## config.mk

```make
export PLATFORM = sky130hd
export DESIGN_NAME = law_gyr
export DESIGN_NICKNAME = d
export VERILOG_FILES = /design/src/hw/rtl/law_pkg.sv /design/src/hw/rtl/law_gyr.sv
export SDC_FILE = /design/constraint.sdc
export NUM_CORES = 2
export LEC_CHECK = 0
export BUFFER_PORTS_ARGS = -buffer_cell sky130_fd_sc_hd__buf_4
export CAP_MARGIN = 20
export CORE_AREA = 3 3 354 356
export CTS_BUF_LIST = sky130_fd_sc_hd__clkbuf_2
export DETAILED_ROUTE_END_ITERATION = 10
export DIE_AREA = 0 0 357 359
export PLACE_DENSITY_LB_ADDON = 0.2
export SLEW_MARGIN = 20
export SYNTH_ARGS = -nofsm -noshare
export SYNTH_HDL_FRONTEND = slang
export SYNTH_SLANG_ARGS = --single-unit
```

## constraint.sdc

```tcl
create_clock -name clk -period 13 [get_ports clk]
set_input_delay 3.9 -clock clk [delete_from_list [all_inputs] [get_ports clk]]
set_output_delay 3.9 -clock clk [all_outputs]
set_load 0.1 [all_outputs]
```

## src/hw/rtl/law_pkg.sv

```systemverilog
`timescale 1ns / 1ps
// ----------------------------------------------------------------------------
// law_pkg
// Shared widths, codes, types and helpers of the lattice aggregation walker.
// ----------------------------------------------------------------------------
package law_pkg;

  localparam int COORD_W    = 8;
  localparam int ACTION_W   = 2;
  localparam int DIR_W      = 2;
  localparam int STATUS_W   = 3;
  localparam int STEP_W     = 21;
  localparam int COUNT_W    = 17;
  localparam int SUM_W      = 24;
  localparam int SQSUM_W    = 33;
  localparam int RAD_W      = 17;
  localparam int GYR_W      = 49;
  localparam int CSQ_W      = 17;

  localparam int CFG_IDX_W  = 2;
  localparam int CFG_DATA_W = 21;

  localparam int IN_TDATA_W  = 24;
  localparam int OUT_TDATA_W = 120;

  localparam logic [STEP_W-1:0]  STEP_MAX  = {STEP_W{1'b1}};
  localparam logic [COUNT_W-1:0] COUNT_CAP = 17'd65536;

  // input actions
  localparam logic [ACTION_W-1:0] ACT_PLANT  = 2'd0;
  localparam logic [ACTION_W-1:0] ACT_LAUNCH = 2'd1;
  localparam logic [ACTION_W-1:0] ACT_STEP   = 2'd2;

  // step directions
  localparam logic [DIR_W-1:0] DIR_UP    = 2'd0;
  localparam logic [DIR_W-1:0] DIR_RIGHT = 2'd1;
  localparam logic [DIR_W-1:0] DIR_DOWN  = 2'd2;
  localparam logic [DIR_W-1:0] DIR_LEFT  = 2'd3;

  // result status
  localparam logic [STATUS_W-1:0] ST_MOVED  = 3'd0;
  localparam logic [STATUS_W-1:0] ST_STUCK  = 3'd1;
  localparam logic [STATUS_W-1:0] ST_OUT    = 3'd2;
  localparam logic [STATUS_W-1:0] ST_KILLED = 3'd3;
  localparam logic [STATUS_W-1:0] ST_ACCEPT = 3'd4;

  // configuration register indexes
  localparam logic [CFG_IDX_W-1:0] CFG_CENTER_X    = 2'd0;
  localparam logic [CFG_IDX_W-1:0] CFG_CENTER_Y    = 2'd1;
  localparam logic [CFG_IDX_W-1:0] CFG_STEP_LIMIT  = 2'd2;
  localparam logic [CFG_IDX_W-1:0] CFG_RADIUS_TRCK = 2'd3;

  localparam logic [COORD_W-1:0] CENTER_X_RST   = 8'd128;
  localparam logic [COORD_W-1:0] CENTER_Y_RST   = 8'd128;
  localparam logic [STEP_W-1:0]  STEP_LIMIT_RST = 21'd65536;

  typedef struct packed {
    logic [COORD_W-1:0] center_x;
    logic [COORD_W-1:0] center_y;
    logic [STEP_W-1:0]  step_limit;
    logic               radius_tracking;
    logic [CSQ_W-1:0]   center_sq;
  } cfg_t;

  // result fields that pass straight through the statistics pipeline
  typedef struct packed {
    logic [STATUS_W-1:0] status;
    logic [COORD_W-1:0]  pos_x;
    logic [COORD_W-1:0]  pos_y;
    logic [STEP_W-1:0]   steps;
    logic [COUNT_W-1:0]  count;
    logic [RAD_W-1:0]    rad;
  } fld_t;

  typedef struct packed {
    fld_t               fld;
    logic [SUM_W-1:0]   sum_col;
    logic [SUM_W-1:0]   sum_row;
    logic [SQSUM_W-1:0] sum_sq;
  } res_t;

  typedef struct packed {
    fld_t             fld;
    logic [GYR_W-1:0] gyr;
  } out_t;

  function automatic logic [2*COORD_W-1:0] sq8(input logic [COORD_W-1:0] v);
    return {{COORD_W{1'b0}}, v} * {{COORD_W{1'b0}}, v};
  endfunction

endpackage

```

## src/hw/rtl/law_gyr.sv

```systemverilog
`timescale 1ns / 1ps
// ----------------------------------------------------------------------------
// law_gyr
// Statistics pipeline: adds the seed to the running sums, forms the three
// products and the scaled gyration, and holds the result for transfer.
// ----------------------------------------------------------------------------
module law_gyr (
  input  logic          clk,
  input  logic          rst_n,
  input  logic          in_vld,
  output logic          in_rdy,
  input  law_pkg::res_t res,
  input  law_pkg::cfg_t cfg,
  output logic          o_vld,
  input  logic          o_rdy,
  output law_pkg::out_t o
);

  localparam int N_W  = law_pkg::COUNT_W;
  localparam int SX_W = law_pkg::SUM_W + 1;
  localparam int SQ_W = law_pkg::SQSUM_W + 1;

  logic          a_vld_r, b_vld_r, c_vld_r, o_vld_r;
  logic          a_free, b_free, c_free, o_free;
  law_pkg::res_t a_r;
  law_pkg::fld_t b_fld_r, c_fld_r;
  law_pkg::out_t o_r;

  logic [N_W-1:0]  b_n_r;
  logic [SX_W-1:0] b_sx_r, b_sy_r;
  logic [SQ_W-1:0] b_sq_r;

  logic [N_W+SQ_W-1:0] p_nsq;
  logic [2*SX_W-1:0]   p_sx, p_sy;
  logic [law_pkg::GYR_W-1:0] c_nsq_r, c_sx_r, c_sy_r;

  assign o_free = !o_vld_r || o_rdy;
  assign c_free = !c_vld_r || o_free;
  assign b_free = !b_vld_r || c_free;
  assign a_free = !a_vld_r || b_free;
  assign in_rdy = a_free;

  always_ff @(posedge clk) begin
    if (!rst_n) begin
      a_vld_r <= 1'b0;
      b_vld_r <= 1'b0;
      c_vld_r <= 1'b0;
      o_vld_r <= 1'b0;
    end else begin
      if (a_free) begin
        a_vld_r <= in_vld;
      end
      if (b_free) begin
        b_vld_r <= a_vld_r;
      end
      if (c_free) begin
        c_vld_r <= b_vld_r;
      end
      if (o_free) begin
        o_vld_r <= c_vld_r;
      end
    end
  end

  assign p_nsq = b_n_r * b_sq_r;
  assign p_sx  = b_sx_r * b_sx_r;
  assign p_sy  = b_sy_r * b_sy_r;

  always_ff @(posedge clk) begin
    if (a_free) begin
      a_r <= res;
    end
    // seed cell at the centre joins the sums here
    if (b_free) begin
      b_fld_r <= a_r.fld;
      b_n_r   <= a_r.fld.count + 1'b1;
      b_sx_r  <= {1'b0, a_r.sum_col} + SX_W'(cfg.center_x);
      b_sy_r  <= {1'b0, a_r.sum_row} + SX_W'(cfg.center_y);
      b_sq_r  <= {1'b0, a_r.sum_sq} + SQ_W'(cfg.center_sq);
    end
    if (c_free) begin
      c_fld_r <= b_fld_r;
      c_nsq_r <= p_nsq[law_pkg::GYR_W-1:0];
      c_sx_r  <= p_sx[law_pkg::GYR_W-1:0];
      c_sy_r  <= p_sy[law_pkg::GYR_W-1:0];
    end
    if (o_free) begin
      o_r.fld <= c_fld_r;
      o_r.gyr <= c_nsq_r - c_sx_r - c_sy_r;
    end
  end

  assign o_vld = o_vld_r;
  assign o     = o_r;

endmodule

```

# Word-level counts from Yosys, hierarchy flattened

Cells that the tools add are included.
W data, S select, Z words.

Bits in registers: 678
Input bits: 214
Output and inout bits: 125
Logic and storage cells: 56

Add/subtract/negate cells: 6
Multiply operators: 3
Reductions and logical operators: 8

Operator list:

| cell                    | count |
|---|---|
| $mul A25 B25 Y49        | 2 |
| $sub A49 B49 Y49        | 2 |
| $add A24 B8 Y25         | 2 |
| $mul A17 B34 Y49        | 1 |
| $add A33 B17 Y34        | 1 |
| $add A17 B1 Y17 const B | 1 |
| $logic_not A1 Y1        | 4 |
| $logic_or A1 B1 Y1      | 4 |

# Depth between registers and ports, before layout

Depth in word-level cells: 5
Gate-level depth with buffers: 30
Gate-level depth less buffers: 29

# Worst setup path before layout

Ideal clock, no wire load.

Kind: input to output
From: in o_rdy
To: out in_rdy
Arrival: 8053 ps
Required time: 9100 ps
Path slack: 1047 ps
Stages: 3
Path buffers: 0
Cell sequence: nor2b_1 -> and3_1 -> nand2_1

Longest elaborated chain between the ends: 4

RTL lines:

| item               | RTL line      | source |
|---|---|---|
| start, declared    | law_gyr.sv:15 | `input logic o_rdy,` |
| $logic_or A1 B1 Y1 | law_gyr.sv:37 | `assign o_free = !o_vld_r \|\| o_rdy;` |
| $logic_or A1 B1 Y1 | law_gyr.sv:38 | `assign c_free = !c_vld_r \|\| o_free;` |
| $logic_or A1 B1 Y1 | law_gyr.sv:39 | `assign b_free = !b_vld_r \|\| c_free;` |
| $logic_or A1 B1 Y1 | law_gyr.sv:40 | `assign a_free = !a_vld_r \|\| b_free;` |
| end, declared      | law_gyr.sv:11 | `output logic in_rdy,` |

Every way passes these cells.

# Final worst setup path

Ends and elaborated chain as after synthesis.

==> impl_metrics.py <==
metrics = {
    "run_status": {
        "outcome": "completed",
    },
    "global_route": {
        "grt_pass1_vias": 57600,
        "grt-ovfl-total": 0,
        "grtUsageTotal": 0.297,
        "grt_max_degree": 164,
        "grt_antenna_before_repair": 8,
        "grt_first_pass_wirelength_um": 298000,
    },
    "cts": {
        "cts_hold_buf": 0,
        "cts_tree": "yes",
        "clk_pin_slew_ns": 0.10,
        "cts_resized": 0,
        "clock_latency_ns": 1.64,
        "clock_sinks": 676,
        "post_cts_buffers": 0,
        "root_buffer": "clkbuf_2",
        "cts_buffer_depth": 3,
        "cts_buffers": 169,
        "htree_levels": 4,
    },
    "detailed_routing": {
        "viasPerCell": 5.47,
        "ant_nets": 0,
        "drc": 0,
        "wl_per_cell_um": 18.8,
        "wirelength_um": 181000,
        "dr.first_iter.drc_count": 3379,
        "first_pass_iters": 5,
        "via_count": 52600,
    },
    "setup_path": {
        "crit_fanout": 10,
        "r2r-start": "b_sx_r[10]$_DFFE_PP_",
        "endpoint_kind": "output pin",
        "path_class": "input port to output pin",
        "cp.arrival_ns": 5.53,
        "r2r_setup_slack_ns": 4.48,
        "cp.required_ns": 9.10,
        "r2r_cells": 25,
        "r2r_end": "c_sx_r[48]$_DFFE_PP_",
        "start_kind": "input port",
    },
    "die": {
        "initial_core_util": 0.652,
        "die-area_sq_um": 128000,
        "die_h_um": 359,
        "io_pins": 339,
        "core_area_sq_um": 122000,
        "row_count": 128,
        "die_w_um": 357,
    },
    "yosys": {
        "seq_area_frac_synth": 0.254,
        "syn_area_per_cell_sq_um": 10.6,
        "synth_edf_count": 672,
        "ys_types": 79,
        "ys_ff_latch": 676,
        "syn_inst": 7518,
        "syn_area_sq_um": 79600,
        "synth_flop_cell": "edfxtp_1",
        "async_reset_ff_frac": 0,
        "syn-num-nets": 9757,
        "synth_warnings": 0,
    },
    "timing": {
        "clock_skew_ns": 0.160,
        "finalSetupTns_ns": 0,
        "slew_viol_final": 0,
        "rsz0062_at_grt": "no",
        "setup_violations": 0,
        "period_minus_slack_ns": 9.43,
        "fin_crit_sh": 0.725,
        "hold_violations": 0,
        "max_freq_ghz": 0.106,
        "worst_slew_pin_slew_ns": 1.09,
        "slew_headroom": 0.271,
    },
    "finish": {
        "final_layout_size_suffix_gt1_frac": 0.0864,
        "area_growth_pct": 7.42,
        "finish.utilization": 0.701,
        "fin_cells": 9615,
        "nets": 10100,
    },
    "job": {
        "drv_cap": 0,
    },
    "hold_path": {
        "hp-start": "b_fld_r[35]$_DFFE_PP_",
        "worst_hold_path_type": "register to register",
        "holdPathEnd": "c_fld_r[35]$_DFFE_PP_",
        "min_path_cells": 0,
    },
    "placed_design": {
        "place.gp.congestion": 0.880,
        "dp.cells": 9299,
        "portBuffers": 316,
        "dp_hpwl_um": 141000,
    },
}
metrics by stage:
step	instance area (sq um)	setup WS (ns)	hold slack (ns)
6_report	85500	3.57	0.285
5_1_grt	85500	3.49	0.292
4_1_cts	85400	3.55	0.264
3_5_place_dp	83700	3.55	0.405
3_3_place_gp	83700	3.58	0.400
2_1_floorplan	79600	1.05	0.400
critical path: stages:
cell and delay, ns:
buf_4 0.11, nor2b_1 0.49, and3_1 0.47, nand2_4 0.24, buf_4 0.30
logic make-up after synthesis:
kind of cell             Yosys count  share of synthesized area
adder cells (fa/ha/maj)         2025                      0.456
multiplexers                       4                   0.000534
flip-flops                       676                      0.254
AND/OR/NAND/NOR                 1711                      0.103
XOR/XNOR                         289                     0.0318
AO/OA/AOI/OAI                    611                     0.0508
buffers and inverters           2202                      0.104
Yosys cell counts (25+ instances only):
| library cell | number | area share |
|---|---|---|
| xnor2_1 | 184 | 0.020 |
| xor2_1 | 105 | 0.012 |
| a21oi_1 | 182 | 0.011 |
| and2_1 | 447 | 0.035 |
| clkbuf_1 | 229 | 0.011 |
| nor2_1 | 198 | 0.0093 |
| o21ai_0 | 90 | 0.0057 |
| o21a_1 | 26 | 0.0025 |
| nand2b_1 | 35 | 0.0028 |
| o21bai_1 | 36 | 0.0034 |
| ha_1 | 565 | 0.089 |
| a211oi_1 | 27 | 0.0025 |
| inv_1 | 1971 | 0.093 |
| nor3_1 | 25 | 0.0016 |
| nand4_1 | 28 | 0.0022 |
| nand2_1 | 793 | 0.037 |
| and3_1 | 39 | 0.0031 |
| a21o_1 | 123 | 0.012 |
| nor2b_1 | 44 | 0.0035 |
| nand3_1 | 63 | 0.0040 |
| fa_1 | 1460 | 0.37 |
| edfxtp_1 | 672 | 0.25 |
registers in the layout (all words and copies together) (netlist names):
name / cells
c_vld_r: 1
b_sy_r: 25
c_sx_r: 48
c_sy_r: 48
b_fld_r: 74
b_sq_r: 34
a_r: 155
o_vld: 1
b_sx_r: 25
o: 123
b_vld_r: 1
b_n_r: 17
a_vld_r: 1
c_fld_r: 74
c_nsq_r: 49
layout by cell type (no fill, tap or decap), types with 8 or more instances in the layout:
master and instances:
buf_4 385, diode_2 14, nand3_1 63, a21oi_1 182
o21a_1 26, nor2b_1 44, o21bai_1 36, o31ai_1 8
clkinv_2 12, o21ai_1 9, nor2_1 198, nand2_1 791
edfxtp_1 672, clkinv_1 41, fa_1 1460, a31oi_1 19
and2_1 447, a21o_1 123, a211oi_1 27, ha_1 565
and3_1 39, nand4_1 28, xor2_1 105, nand2b_1 35
clkbuf_2 229, nor3_1 25, a221oi_1 8, o21ai_0 90
xnor2_1 184, inv_1 1969
metal layers:
layer	share of wire	GRT usage	vias up	wire, um
li1	-	-	23600	-
met1	0.39	0.388	26500	70400
met2	0.49	0.490	2059	88600
met3	0.080	0.0637	428	14500
met4	0.040	0.112	0	7150
met5	0	0	-	0
area by class of cell:
cell class / instances / area [sq um]
clock inverter: 71 / 574
timing repair buffer: 388 / 2950
inverter: 1972 / 7410
multi-input combinational: 4640 / 51100
sequential: 676 / 20300
clock buffer: 229 / 1150
tap: 1625 / 2030
fill: 9032 / 36500
antenna: 14 / 35.0
worst max path at each step:
stage / from / endpoint / slack [ns] / cells past startpoint
after floorplan: o_rdy / in_rdy / 1.05 / 3
after global placement: o_rdy / in_rdy / 3.58 / 5
after detailed placement: o_rdy / in_rdy / 3.55 / 5
after CTS: o_rdy / in_rdy / 3.55 / 5
after global routing: o_rdy / in_rdy / 3.49 / 5
final: o_rdy / in_rdy / 3.57 / 5
Power is not shown: default switching activity piles up to over one toggle a cycle in this logic, so the estimate is an artifact.
